## src/sv/keyframe_fade_envelope_unit_defines.svh

```systemverilog
// assertion macros for the keyframe fade envelope unit
// no dependencies; included by the modules that carry assertions
`ifndef KEYFRAME_FADE_ENVELOPE_UNIT_DEFINES_SVH
`define KEYFRAME_FADE_ENVELOPE_UNIT_DEFINES_SVH
`ifndef SYNTH
// same-cycle implication, disabled during reset
`define KFE_ASSERT_IMPL(lbl, clk, rst_n, ante, cons) \
    lbl: assert property (@(posedge clk) disable iff (!rst_n) (ante) |-> (cons)) \
        else $error("kfe assertion failed");
// next-cycle implication, disabled during reset
`define KFE_ASSERT_NEXT(lbl, clk, rst_n, ante, cons) \
    lbl: assert property (@(posedge clk) disable iff (!rst_n) (ante) |=> (cons)) \
        else $error("kfe assertion failed");
`else
`define KFE_ASSERT_IMPL(lbl, clk, rst_n, ante, cons)
`define KFE_ASSERT_NEXT(lbl, clk, rst_n, ante, cons)
`endif
`endif

```

## src/sv/kfe_pkg.sv

```systemverilog
// shared types and constants of the keyframe fade envelope unit
// no dependencies
`timescale 1ns / 1ps

package kfe_pkg;

    // default configuration
    localparam int QUEUE_DEPTH_DEF = 16;
    localparam int ALPHA_BITS_DEF  = 16;

    // fixed field widths
    localparam int FIELD_W     = 32;
    localparam int IN_ALPHA_W  = 16;
    localparam int OUT_ALPHA_W = 16;

    // request opcodes
    localparam logic OP_ADD    = 1'b0;
    localparam logic OP_RENDER = 1'b1;

    // breakpoint queue control
    typedef struct packed {
        logic push;
        logic pop;
    } t_q_ctrl;

    // breakpoint queue status
    typedef struct packed {
        logic empty;
        logic full;
    } t_q_stat;

endpackage

```

## src/sv/keyframe_fade_envelope_unit.sv

```systemverilog
// top level of the keyframe fade envelope: sequencer, previous point, clamp
// depends on kfe_pkg, kfe_queue, kfe_div and keyframe_fade_envelope_unit_defines.svh
//
//  channel  | ports                                          | handshake
//  ---------+------------------------------------------------+------------------------
//  request  | i_op i_point_field i_point_alpha i_render_field | start & !busy
//  result   | o_alpha_out                                    | o_valid, one cycle
//
// an add request pushes the point straight into the fifo and busy stays low
// a render reads the fifo once per popped point, then either returns the previous
// alpha or runs the two-bit-per-cycle divider to interpolate toward the next point
// reset is synchronous; the fifo memory is not cleared and needs no pass
// the result strobe cannot be stalled; busy falls with it
`timescale 1ns / 1ps
`include "keyframe_fade_envelope_unit_defines.svh"

module keyframe_fade_envelope_unit import kfe_pkg::*; #(
    parameter int QUEUE_DEPTH = QUEUE_DEPTH_DEF,
    parameter int ALPHA_BITS  = ALPHA_BITS_DEF
) (
    input  logic                   i_clk,
    input  logic                   i_rst_n,
    input  logic                   start,
    output logic                   busy,
    input  logic                   i_op,
    input  logic [FIELD_W-1:0]     i_point_field,
    input  logic [IN_ALPHA_W-1:0]  i_point_alpha,
    input  logic [FIELD_W-1:0]     i_render_field,
    output logic                   o_valid,
    output logic [OUT_ALPHA_W-1:0] o_alpha_out
);

    localparam int AW = ALPHA_BITS;
    localparam int PW = FIELD_W + AW;
    localparam logic [AW-1:0] ALPHA_MAX = {AW{1'b1}};

    typedef enum logic [2:0] {
        S_IDLE,
        S_READ,
        S_CHECK,
        S_WAIT,
        S_FINISH
    } t_state;

    t_state                 r_state, n_state;
    logic                   r_busy, n_busy;
    logic                   r_valid, n_valid;
    logic [OUT_ALPHA_W-1:0] r_alpha_out, n_alpha_out;
    logic [FIELD_W-1:0]     r_prev_field, n_prev_field;
    logic [AW-1:0]          r_prev_alpha, n_prev_alpha;
    logic                   r_prev_valid, n_prev_valid;
    logic [FIELD_W-1:0]     r_rf, n_rf;
    logic                   r_rel_neg, n_rel_neg;
    logic                   r_da_neg, n_da_neg;
    logic [FIELD_W-1:0]     r_mag_rel, n_mag_rel;
    logic [AW-1:0]          r_mag_da, n_mag_da;
    logic [FIELD_W-1:0]     r_span, n_span;
    logic                   r_div_start, n_div_start;

    t_q_ctrl                q_ctrl;
    t_q_stat                q_stat;
    logic [FIELD_W-1:0]     rd_field;
    logic [AW-1:0]          rd_alpha;
    logic                   div_done;
    logic [PW-1:0]          div_quot;

    logic                   w_accept;
    logic [AW+IN_ALPHA_W-1:0] w_pa_ext;
    logic [AW-1:0]          w_pa;
    logic [AW-1:0]          w_interp;
    logic [AW-1:0]          w_room;
    logic [OUT_ALPHA_W+AW-1:0] w_out_prev_ext, w_out_interp_ext;

    assign w_accept = start && !r_busy;
    assign w_pa_ext = {{AW{1'b0}}, i_point_alpha};
    assign w_pa     = w_pa_ext[AW-1:0];

    // breakpoint fifo
    kfe_queue #(
        .QUEUE_DEPTH (QUEUE_DEPTH),
        .ALPHA_BITS  (ALPHA_BITS)
    ) u_queue (
        .i_clk      (i_clk),
        .i_rst_n    (i_rst_n),
        .i_ctrl     (q_ctrl),
        .i_wr_field (i_point_field),
        .i_wr_alpha (w_pa),
        .o_stat     (q_stat),
        .o_rd_field (rd_field),
        .o_rd_alpha (rd_alpha)
    );

    // shared multiply/divide unit
    kfe_div #(
        .ALPHA_BITS (ALPHA_BITS)
    ) u_div (
        .i_clk     (i_clk),
        .i_rst_n   (i_rst_n),
        .i_start   (r_div_start),
        .i_mag_rel (r_mag_rel),
        .i_mag_da  (r_mag_da),
        .i_span    (r_span),
        .o_done    (div_done),
        .o_quot    (div_quot)
    );

    // apply the signed quotient to the previous alpha with saturation
    always_comb begin
        w_room = ALPHA_MAX - r_prev_alpha;
        if (r_rel_neg ^ r_da_neg) begin
            if (div_quot > {{FIELD_W{1'b0}}, r_prev_alpha}) begin
                w_interp = '0;
            end else begin
                w_interp = r_prev_alpha - div_quot[AW-1:0];
            end
        end else begin
            if (div_quot > {{FIELD_W{1'b0}}, w_room}) begin
                w_interp = ALPHA_MAX;
            end else begin
                w_interp = r_prev_alpha + div_quot[AW-1:0];
            end
        end
    end

    assign w_out_prev_ext   = {{OUT_ALPHA_W{1'b0}}, r_prev_alpha};
    assign w_out_interp_ext = {{OUT_ALPHA_W{1'b0}}, w_interp};

    // sequencer
    always_comb begin
        n_state      = r_state;
        n_busy       = r_busy;
        n_valid      = 1'b0;
        n_alpha_out  = r_alpha_out;
        n_prev_field = r_prev_field;
        n_prev_alpha = r_prev_alpha;
        n_prev_valid = r_prev_valid;
        n_rf         = r_rf;
        n_rel_neg    = r_rel_neg;
        n_da_neg     = r_da_neg;
        n_mag_rel    = r_mag_rel;
        n_mag_da     = r_mag_da;
        n_span       = r_span;
        n_div_start  = 1'b0;
        q_ctrl.push  = 1'b0;
        q_ctrl.pop   = 1'b0;
        case (r_state)
            S_IDLE: begin
                if (w_accept) begin
                    if (i_op == OP_ADD) begin
                        if (!q_stat.full) begin
                            q_ctrl.push = 1'b1;
                            if (!r_prev_valid) begin
                                n_prev_field = i_point_field;
                                n_prev_alpha = w_pa;
                                n_prev_valid = 1'b1;
                            end
                        end
                    end else begin
                        n_rf    = i_render_field;
                        n_busy  = 1'b1;
                        n_state = S_READ;
                    end
                end
            end
            S_READ: begin
                n_state = S_CHECK;
            end
            S_CHECK: begin
                if (!q_stat.empty && (rd_field <= r_rf)) begin
                    // pop a passed breakpoint
                    q_ctrl.pop   = 1'b1;
                    n_prev_field = rd_field;
                    n_prev_alpha = rd_alpha;
                    n_prev_valid = 1'b1;
                    n_state      = S_READ;
                end else if (!q_stat.empty && (rd_field > r_prev_field)) begin
                    // set up magnitudes and signs for the divider
                    n_rel_neg   = (r_rf < r_prev_field);
                    n_mag_rel   = n_rel_neg ? r_prev_field - r_rf : r_rf - r_prev_field;
                    n_da_neg    = (rd_alpha < r_prev_alpha);
                    n_mag_da    = n_da_neg ? r_prev_alpha - rd_alpha : rd_alpha - r_prev_alpha;
                    n_span      = rd_field - r_prev_field;
                    n_div_start = 1'b1;
                    n_state     = S_WAIT;
                end else begin
                    // hold the previous alpha
                    n_alpha_out = w_out_prev_ext[OUT_ALPHA_W-1:0];
                    n_valid     = 1'b1;
                    n_busy      = 1'b0;
                    n_state     = S_IDLE;
                end
            end
            S_WAIT: begin
                if (div_done) begin
                    n_state = S_FINISH;
                end
            end
            S_FINISH: begin
                n_alpha_out = w_out_interp_ext[OUT_ALPHA_W-1:0];
                n_valid     = 1'b1;
                n_busy      = 1'b0;
                n_state     = S_IDLE;
            end
            default: begin
                n_state = S_IDLE;
                n_busy  = 1'b0;
            end
        endcase
    end

    always_ff @(posedge i_clk) begin
        if (!i_rst_n) begin
            r_state      <= S_IDLE;
            r_busy       <= 1'b0;
            r_valid      <= 1'b0;
            r_prev_field <= '0;
            r_prev_alpha <= ALPHA_MAX;
            r_prev_valid <= 1'b0;
            r_div_start  <= 1'b0;
        end else begin
            r_state      <= n_state;
            r_busy       <= n_busy;
            r_valid      <= n_valid;
            r_prev_field <= n_prev_field;
            r_prev_alpha <= n_prev_alpha;
            r_prev_valid <= n_prev_valid;
            r_div_start  <= n_div_start;
        end
        r_alpha_out <= n_alpha_out;
        r_rf        <= n_rf;
        r_rel_neg   <= n_rel_neg;
        r_da_neg    <= n_da_neg;
        r_mag_rel   <= n_mag_rel;
        r_mag_da    <= n_mag_da;
        r_span      <= n_span;
    end

    assign busy        = r_busy;
    assign o_valid     = r_valid;
    assign o_alpha_out = r_alpha_out;

    // checks on sequencing between the fifo, divider and result strobe
    `KFE_ASSERT_IMPL(a_pop_nonempty, i_clk, i_rst_n, q_ctrl.pop, !q_stat.empty)
    `KFE_ASSERT_IMPL(a_push_idle, i_clk, i_rst_n, q_ctrl.push, !r_busy && !q_stat.full)
    `KFE_ASSERT_IMPL(a_strobe_after_busy, i_clk, i_rst_n, r_valid, $past(r_busy))
    `KFE_ASSERT_IMPL(a_div_done_in_wait, i_clk, i_rst_n, div_done, r_state == S_WAIT)
    `KFE_ASSERT_NEXT(a_pop_rereads, i_clk, i_rst_n, q_ctrl.pop, r_state == S_READ)

endmodule

```

## src/sv/kfe_queue.sv

```systemverilog
// breakpoint fifo: circular memory of field/alpha pairs with head and count
// depends on kfe_pkg
`timescale 1ns / 1ps

module kfe_queue import kfe_pkg::*; #(
    parameter int QUEUE_DEPTH = QUEUE_DEPTH_DEF,
    parameter int ALPHA_BITS  = ALPHA_BITS_DEF
) (
    input  logic                  i_clk,
    input  logic                  i_rst_n,
    input  t_q_ctrl               i_ctrl,
    input  logic [FIELD_W-1:0]    i_wr_field,
    input  logic [ALPHA_BITS-1:0] i_wr_alpha,
    output t_q_stat               o_stat,
    output logic [FIELD_W-1:0]    o_rd_field,
    output logic [ALPHA_BITS-1:0] o_rd_alpha
);

    localparam int IW = $clog2(QUEUE_DEPTH);
    localparam int CW = $clog2(QUEUE_DEPTH + 1);

    logic [FIELD_W-1:0]    r_mem_field [QUEUE_DEPTH];
    logic [ALPHA_BITS-1:0] r_mem_alpha [QUEUE_DEPTH];
    logic [IW-1:0]         r_head;
    logic [CW-1:0]         r_count;
    logic [IW-1:0]         n_head;
    logic [CW-1:0]         n_count;
    logic [CW:0]           w_tail_sum;
    logic [IW-1:0]         w_tail;

    // write position, wrapped at the depth
    always_comb begin
        w_tail_sum = {{(CW + 1 - IW){1'b0}}, r_head} + {1'b0, r_count};
        if (w_tail_sum >= (CW + 1)'(QUEUE_DEPTH)) begin
            w_tail_sum = w_tail_sum - (CW + 1)'(QUEUE_DEPTH);
        end
        w_tail = w_tail_sum[IW-1:0];
    end

    // head and count update
    always_comb begin
        n_head  = r_head;
        n_count = r_count;
        if (i_ctrl.push) begin
            n_count = r_count + 1'b1;
        end else if (i_ctrl.pop) begin
            n_count = r_count - 1'b1;
            n_head  = (r_head == IW'(QUEUE_DEPTH - 1)) ? '0 : r_head + 1'b1;
        end
    end

    always_ff @(posedge i_clk) begin
        if (!i_rst_n) begin
            r_head  <= '0;
            r_count <= '0;
        end else begin
            r_head  <= n_head;
            r_count <= n_count;
        end
    end

    // memory write port
    always_ff @(posedge i_clk) begin
        if (i_ctrl.push) begin
            r_mem_field[w_tail] <= i_wr_field;
            r_mem_alpha[w_tail] <= i_wr_alpha;
        end
    end

    // registered read of the oldest entry
    always_ff @(posedge i_clk) begin
        o_rd_field <= r_mem_field[r_head];
        o_rd_alpha <= r_mem_alpha[r_head];
    end

    assign o_stat.empty = (r_count == '0);
    assign o_stat.full  = (r_count == CW'(QUEUE_DEPTH));

endmodule

```

## src/sv/kfe_div.sv

```systemverilog
// shared multiply then radix-4 restoring divide of magnitudes
// depends on kfe_pkg; operands must hold steady from start until done
`timescale 1ns / 1ps

module kfe_div import kfe_pkg::*; #(
    parameter int ALPHA_BITS = ALPHA_BITS_DEF
) (
    input  logic                          i_clk,
    input  logic                          i_rst_n,
    input  logic                          i_start,
    input  logic [FIELD_W-1:0]            i_mag_rel,
    input  logic [ALPHA_BITS-1:0]         i_mag_da,
    input  logic [FIELD_W-1:0]            i_span,
    output logic                          o_done,
    output logic [FIELD_W+ALPHA_BITS-1:0] o_quot
);

    localparam int PW    = FIELD_W + ALPHA_BITS;
    localparam int DW    = PW + (PW % 2);
    localparam int STEPS = DW / 2;
    localparam int SCW   = $clog2(STEPS + 1);

    typedef enum logic [1:0] {
        S_IDLE,
        S_MUL,
        S_DIV
    } t_state;

    t_state             r_state, n_state;
    logic [DW-1:0]      r_num, n_num;
    logic [FIELD_W-1:0] r_rem, n_rem;
    logic [SCW-1:0]     r_cnt, n_cnt;
    logic               n_done;
    logic [PW-1:0]      w_prod;
    logic [FIELD_W:0]   w_t1, w_t2, w_den;
    logic               w_ge1, w_ge2;
    logic [FIELD_W:0]   w_rem1, w_rem2;

    assign w_prod = {{ALPHA_BITS{1'b0}}, i_mag_rel} * {{FIELD_W{1'b0}}, i_mag_da};
    assign w_den  = {1'b0, i_span};

    // two restoring steps per cycle
    always_comb begin
        w_t1   = {r_rem, r_num[DW-1]};
        w_ge1  = (w_t1 >= w_den);
        w_rem1 = w_ge1 ? w_t1 - w_den : w_t1;
        w_t2   = {w_rem1[FIELD_W-1:0], r_num[DW-2]};
        w_ge2  = (w_t2 >= w_den);
        w_rem2 = w_ge2 ? w_t2 - w_den : w_t2;
    end

    // sequencer
    always_comb begin
        n_state = r_state;
        n_num   = r_num;
        n_rem   = r_rem;
        n_cnt   = r_cnt;
        n_done  = 1'b0;
        case (r_state)
            S_IDLE: begin
                if (i_start) begin
                    n_state = S_MUL;
                end
            end
            S_MUL: begin
                n_num   = DW'(w_prod);
                n_rem   = '0;
                n_cnt   = SCW'(STEPS);
                n_state = S_DIV;
            end
            S_DIV: begin
                n_num = {r_num[DW-3:0], w_ge1, w_ge2};
                n_rem = w_rem2[FIELD_W-1:0];
                n_cnt = r_cnt - 1'b1;
                if (r_cnt == SCW'(1)) begin
                    n_done  = 1'b1;
                    n_state = S_IDLE;
                end
            end
            default: begin
                n_state = S_IDLE;
            end
        endcase
    end

    always_ff @(posedge i_clk) begin
        if (!i_rst_n) begin
            r_state <= S_IDLE;
            r_cnt   <= '0;
            o_done  <= 1'b0;
        end else begin
            r_state <= n_state;
            r_cnt   <= n_cnt;
            o_done  <= n_done;
        end
        r_num <= n_num;
        r_rem <= n_rem;
    end

    assign o_quot = r_num[PW-1:0];

endmodule
```

## config.mk

```make
export PLATFORM = sky130hd
export DESIGN_NAME = keyframe_fade_envelope_unit
export DESIGN_NICKNAME = d
export VERILOG_FILES = /design/src/sv/kfe_pkg.sv /design/src/sv/keyframe_fade_envelope_unit.sv /design/src/sv/kfe_queue.sv /design/src/sv/kfe_div.sv
export VERILOG_INCLUDE_DIRS = /design/src /design/src/sv
export SDC_FILE = /design/constraint.sdc
export NUM_CORES = 2
export LEC_CHECK = 0
export BUFFER_PORTS_ARGS = -buffer_cell sky130_fd_sc_hd__buf_2
export CAP_MARGIN = 10
export CORE_ASPECT_RATIO = 0.9
export CORE_MARGIN = 3
export CORE_UTILIZATION = 70
export DETAILED_ROUTE_END_ITERATION = 8
export MAX_ROUTING_LAYER = met4
export PLACE_DENSITY = 0.87
export REMOVE_ABC_BUFFERS = 1
export SYNTH_ARGS = -nofsm -noshare
export SYNTH_HDL_FRONTEND = slang
export SYNTH_HIERARCHICAL = 1
export SYNTH_SLANG_ARGS = --single-unit
```

## constraint.sdc

```tcl
create_clock -name i_clk -period 10 [get_ports i_clk]
set_clock_uncertainty 0.05 [all_clocks]
set_input_delay 2 -clock i_clk [delete_from_list [all_inputs] [get_ports i_clk]]
set_output_delay 2 -clock i_clk [all_outputs]
set_load 0.01 [all_outputs]
```

# [After elaboration in Yosys (flattened, before gate mapping)]
# Memory sizes are Yosys's and may differ from the RTL's. A register that Yosys moved wholly into a read port is not among the register bits.
# Index checks and enable logic that the tools add are counted.
[op_classes] n_bitwise=6 n_addsub=16 magnitude_cmp=9 n_mux=61 eq_ne=20 n_reduce_logical=24 mul=1
[op_table] cell="two-way mux 32 bit" count=8
[op_table] cell="two-way mux 16 bit" count=11
[op_table] cell="subtractor 32 bit" count=5
[op_table] cell="case mux 32 bit (2 select lines)" count=2
[op_table] cell="> comparator 48 x 16 -> 1 bit" count=2
[op_table] cell="case mux 48 bit (2 select lines)" count=1
[op_table] cell="greater-or-equal comparator 33 x 32 -> 1 bit" count=2
[op_table] cell="case mux 16 bit (2 select lines)" count=2
[op_table] cell="multiplier 32 x 16 -> 48 bit" count=1
[op_table] cell="subtractor 16 bit" count=3
[op_table] cell="> comparator 32 bit" count=1
[op_table] cell="less-or-equal comparator 32 bit" count=1
[op_table] cell="less-than comparator 32 bit" count=1
[op_table] cell="two-way mux 1 bit" count=20
[op_table] cell="!= test 2 bit, second input constant" count=9
[op_table] cell="adder 16 bit" count=1
[op_table] cell="less-than comparator 16 bit" count=1
[op_table] cell="subtractor 16 bit, first input constant" count=1
[op_table] cell="case mux 3 bit (4 select lines)" count=1
[op_table] cell="AND reduction 3 bit" count=4
[op_table] cell="two-way mux 5 bit" count=2
[op_table] cell="case mux 5 bit (2 select lines)" count=1
[op_table] cell="AND reduction 5 bit" count=2
[op_table] cell="subtractor 5 x 1 -> 5 bit, second input constant" count=2
[op_table] cell="32 further kinds" count=53
[word_totals] word_cells=160 n_memories=2 regBits=282 ramBits=768 output_inout_bits=18 inputBits=84
[mem_list] name="u_queue.r_mem_field" words=16 width=32 rd=1 rd_ports_with_merged_regs=1 write_ports=1 line="kfe_queue.sv:22" rtl="logic [FIELD_W-1:0] r_mem_field [QUEUE_DEPTH];"
[mem_list] name="u_queue.r_mem_alpha" words=16 width=16 rd=1 rd_ports_with_merged_regs=1 write_ports=1 line="kfe_queue.sv:23" rtl="logic [ALPHA_BITS-1:0] r_mem_alpha [QUEUE_DEPTH];"

# [Longest topological paths before layout]
[depth] word_depth=7 ltp_mapped=24 depth_no_buf=23

# [Hierarchy]
# Netlist, hierarchy kept.
[modules_own_cells] module="kfe_queue" area_each_um2=30407.9 seq_area_each_um2=24203.2 n_inst=1 cells_each=1273
[modules_own_cells] module="kfe_div" area_each_um2=24166.9 seq_area_each_um2=2562.5 n_inst=1 cells_each=2822
[modules_own_cells] module="keyframe_fade_envelope_unit" area_each_um2=16171.8 seq_area_each_um2=5004.8 n_inst=1 cells_each=1866

# [Least setup slack after synthesis]
# Ideal clock, no wire load.
[synth_timing] path_kind="register to register" start="register r_mag_rel[3]" end="register u_div.r_num[44], in the netlist u_div/o_quot[44] (data pin)" path_stages_with_launch=24 period_less_slack_ns=6.600 setup_slack_ns=3.400 n_path_buf=2 arrival_ns=6.415 setup_time_ns=0.135 required_ns=9.815 cell_sequence="edfxtp_1 clkbuf_1 and2_1 fa_1 inv_1 fa_1 inv_1 fa_1 fa_1 fa_1 inv_1 fa_1 inv_1 ha_1 clkbuf_1 a21oi_1 o21ai_1 o21ba_2 a2111oi_0 o31ai_1 nand2_1 nor3_1 or4b_1 nand3_1"
[synth_via] elab_chain_len=2
[synth_lines] element="start: declaration" line="keyframe_fade_envelope_unit.sv:55" rtl="logic [FIELD_W-1:0] r_mag_rel, n_mag_rel;"
[synth_lines] element="start signal: assignment" line="keyframe_fade_envelope_unit.sv:233" rtl="r_mag_rel <= n_mag_rel;"
[synth_lines] element="multiplier 32 x 16 -> 48 bit" line="kfe_div.sv:39" rtl="assign w_prod = {{ALPHA_BITS{1'b0}}, i_mag_rel} * {{FIELD_W{1'b0}}, i_mag_da};"
[synth_lines] element="case mux 48 bit (2 select lines)" line="kfe_div.sv:59" rtl="case (r_state)"
[synth_lines] element="named net u_div.n_num[44]" line="kfe_div.sv:30" rtl="logic [DW-1:0] r_num, n_num;"
[synth_lines] element="end signal: assignment" line="kfe_div.sv:96" rtl="r_num <= n_num;"
[synth_lines] element="end: declaration" line="kfe_div.sv:30"
# The timed path passes the listed nets, and every way through them passes these cells.
# A chain may end at the register's enable or synchronous reset.

# [Worst setup path after layout]
[layout_timing] start="register r_mag_da[5]" end="register u_div.r_num[41], in the netlist u_div/o_quot[41] (data pin)"
[layout_via] elab_chain_len=2
[layout_lines] element="start: declaration" line="keyframe_fade_envelope_unit.sv:56" rtl="logic [AW-1:0] r_mag_da, n_mag_da;"
[layout_lines] element="start signal: assignment" line="keyframe_fade_envelope_unit.sv:234" rtl="r_mag_da <= n_mag_da;"
[layout_lines] element="multiplier 32 x 16 -> 48 bit" line="kfe_div.sv:39"
[layout_lines] element="case mux 48 bit (2 select lines)" line="kfe_div.sv:59"
[layout_lines] element="named net u_div.n_num[41]" line="kfe_div.sv:30"
# The timed path passes the listed nets, and every way through them passes these cells.

==> impl_results.md <==
- Clock sink total: 1098
- Yosys warning count: 6
- P&R area growth vs syn: 7.18%
- Leakage: approximately 30 nW
- Final Critical Period: 8.00 ns
- Synth top area share: 41.5%
- CP most frequent cell: fa_1
- DR vias/cell: slightly below 7
- Final setup violation count: 0
- Largest area contributor in the netlist: edfxtp_1
- Dpl ws: 2.15 ns
- Layout cells sized above 1: roughly 10%
- Total stage count of the critical path: 21
- Avg WL per Cell: 28.0 µm
- Register bit total from synthesis: 1098
- Worst reg-to-reg path cell count: 21
- CTS Root Cell: clkbuf_16
- Setup TNS: 0 ns
- RSZ-0062 raised after global routing: false
- DP Area: 0.0722 mm²
- Final Power: ~15 mW
- Post-synthesis cell area: 0.0707 mm²
- Num rows: 109
- Final hold violations: 0
- IO Pins: 102
- Worst-path maximum fanout: 32
- Worst slew pin tran: between 1 and 1.5 ns
- CP Launch Type: flop
- Gpl congestion: 1.00
- Crit. End Element: flop
- Initial Utilization: 71.3%
- Fraction of registers with async set/reset: 0%
- CP Class: flop to flop
- Crit-path leading delay family: adder cells
- # resized after CTS: 0
- Synth unique cells: 103
- Max Slew Vio Count: 0
- Max VDD drop: 0.000211 V
- CP peak stage delay: approximately 1.1 ns
- Maximum root-to-sink buffer count: 3
- DP HPWL: 131000 µm
- Fin area: between 0.07 and 0.08 mm²
- Hold Buf Count CTS: 0
- Residual DRC count: 0
- Crit-path slowest cell: edfxtp_1
- Max-cap violations: 0
- IO buf count: approximately 100
- DR pass1 iterations: 6
- Number of antenna violations at the first check in global routing: 11
- CTS tree: done
- Post-synthesis sequential area ratio: between 40% and 50%
- DR vias: between 50000 and 60000
- Headroom to the max-slew limit: 10.8%
- Vias in the first global route: 51000
- Worst hold path type: flop to flop
- CP arrival: 8.34 ns
- FILL cells: about 6000
- Status: completed
- Gr ovfl total: 0
- Clk Latency, worst-skew pair: 0.74 ns
- ANT nets after route: 0
- Die width: about 340 µm
- Crit path buffers/inverters: 4
- Total CTS buffers: between 100 and 150
- Post-synth EDFFs: 978
- First-pass GRT wire length: about 320000 µm
- Core area: a little under 0.1 mm²
- Pwr Density: 204 mW/mm²
- Final net count: 6857
- Max Clock Freq: between 100 and 150 MHz
- Syn avg cell area: 11.9 µm²
- Initial DRC count: 6805
- Top cells by area, synth: edfxtp_1 42%, fa_1 12%, ha_1 7.1%, mux4_2 6.1%, inv_1 3.6%
- Hold path depth: 2
- Die H: a little over 300 µm
- H-tree Lvls: 3
- Wirelength, routed: ~210000 µm
- Largest net degree at the start of global routing: 97
- Main flop type after synthesis: edfxtp_1
- Die area: 0.105 mm²
- Critical Path RT: 10.34 ns
- Post-CTS Setup Bufs: 0
- Setup WS post-layout: 2.00 ns
- CTS clock-pin slew for the worst setup and hold paths: approximately 0.06 ns
- Crit path cell chain: and2_1 > fa_1 > inv_1 > fa_1 > fa_1 > fa_1 > inv_1 > fa_1 > inv_1 > fa_1 > inv_1 > ha_1 > nand3_1 > nor4b_1 > a21oi_1 > a21oi_1 > nor4_1 > nor4b_1 > o41a_1 > and3_1 > a311oi_1
- Total GRT Usage: between 40 and 50%
- Mapped Cells: 5961
- Tcrit/Tclk final: approximately 80%
-- power by group --
group / total [mW] / leakage (nW) / switching [mW] / internal (mW)
registers: 5.45 / 9.80 / 0.131 / 5.32
logic: 5.83 / 18.3 / 3.65 / 2.18
clock network: 4.18 / 1.73 / 1.91 / 2.27
total: 15.5 / 29.8 / 5.69 / 9.77
-- registers in the layout (all words and copies together) (netlist names), 2 cells and up --
signal	flops
u_queue/r_head	4
r_prev_field	32
u_queue/r_mem_field	512
r_prev_alpha	16
u_div/r_cnt	5
u_queue/r_count	5
u_div/r_rem	32
u_queue/r_mem_alpha	256
u_queue/o_rd_field	32
u_queue/o_rd_alpha	16
o_alpha_out	16
r_mag_rel	32
r_mag_da	16
r_state	3
r_span	32
r_rf	32
u_div/o_quot	48
u_div/r_state	2
-- metrics by stage --
step	hold WS (ns)	utilization, %	instances
2_1_floorplan	0.372	-	5681
3_3_place_gp	0.389	72.7	7165
3_5_place_dp	0.388	72.7	7165
4_1_cts	0.403	76.3	7366
5_1_grt	0.408	76.4	7375
6_report	0.404	76.4	7376
-- Yosys cell counts (46+ instances only) --
cell and number:
xnor2_1 110, a21o_1 103, nand2_1 631, fa_1 429
nor2_1 247, edfxtp_1 978, nor3_1 46, a221o_1 54
xor2_1 61, a22o_1 50, o21ai_0 188, and3_1 50
mux2i_1 46, mux4_2 192, nand3_1 62, dfxtp_1 120
inv_1 684, buf_2 55, a21oi_1 292, ha_1 402
clkbuf_1 191, and2_1 241
-- cell usage in the layout, fill, tap and decap left out, types with 21 or more instances in the layout --
master / count
o31ai_1: 28
inv_1: 684
nand3_1: 62
fa_1: 429
a31oi_1: 35
dfxtp_1: 118
nand2_1: 630
nor2b_1: 33
edfxtp_1: 978
and2_1: 238
o21ai_1: 41
a21oi_1: 292
and3_1: 49
nand4_1: 42
ha_1: 400
a21o_1: 103
xor2_1: 61
o21bai_1: 42
o21ai_0: 187
a221o_1: 54
xnor2_1: 110
a311oi_1: 44
nor2_1: 229
clkinv_1: 21
mux2i_1: 46
o21a_1: 45
buf_4: 51
nand2b_1: 32
buf_2: 101
mux4_2: 192
clkbuf_16: 106
nor3_1: 45
a22o_1: 50
a211oi_1: 44
-- metal layers --
layer,vias up,global-route usage (%),share of wire [%]
met1,24900,54.5,36
met5,-,-,0
met4,0,17.3,5.1
met3,798,10.3,13
met2,4190,61.3,45
li1,21200,-,-
-- tightest hold or removal path, cell delays in order (launching register included) --
cell	delay, ns
dfxtp_1	0.32
inv_1	0.05
nor2_1	0.04
-- layout make-up --
| class | instances | area, µm² | share of cell area, % |
|---|---|---|---|
| multi-input cells | 3897 | 35300 | 46.5 |
| clock buffers | 133 | 2860 | 3.78 |
| inverters | 686 | 2570 | 3.40 |
| well taps | 1332 | 1670 | 2.20 |
| repair buffers | 153 | 908 | 1.20 |
| diodes | 9 | 22.5 | 0.0297 |
| clock inverters | 68 | 724 | 0.955 |
| flip-flops and latches | 1098 | 31800 | 41.9 |
-- cell families after synthesis --
| group | count (synthesis) | synth area share, % |
|---|---|---|
| AOI/OAI and AO/OA | 1134 | 10.9 |
| xor gates and xnor gates | 171 | 2.12 |
| adders and majority gates | 831 | 19.2 |
| buffers and inverters | 966 | 5.47 |
| DFF | 1098 | 44.9 |
| muxes | 262 | 7.15 |
| and+or+nand+nor | 1499 | 10.2 |
-- final timing paths --
kind	start	end	slack [ns]
worst min-delay path	u_div/o_done$_SDFF_PN0_	r_state[2]$_SDFFE_PN0P_	0.40
worst min register to register	u_div/o_done$_SDFF_PN0_	r_state[2]$_SDFFE_PN0P_	0.40
worst max register to register	r_mag_da[5]$_DFFE_PP_	u_div/o_quot[41]$_DFFE_PP_	2.00
worst max-delay path	r_mag_da[5]$_DFFE_PP_	u_div/o_quot[41]$_DFFE_PP_	2.00
Power figures use the tool's default switching activity.
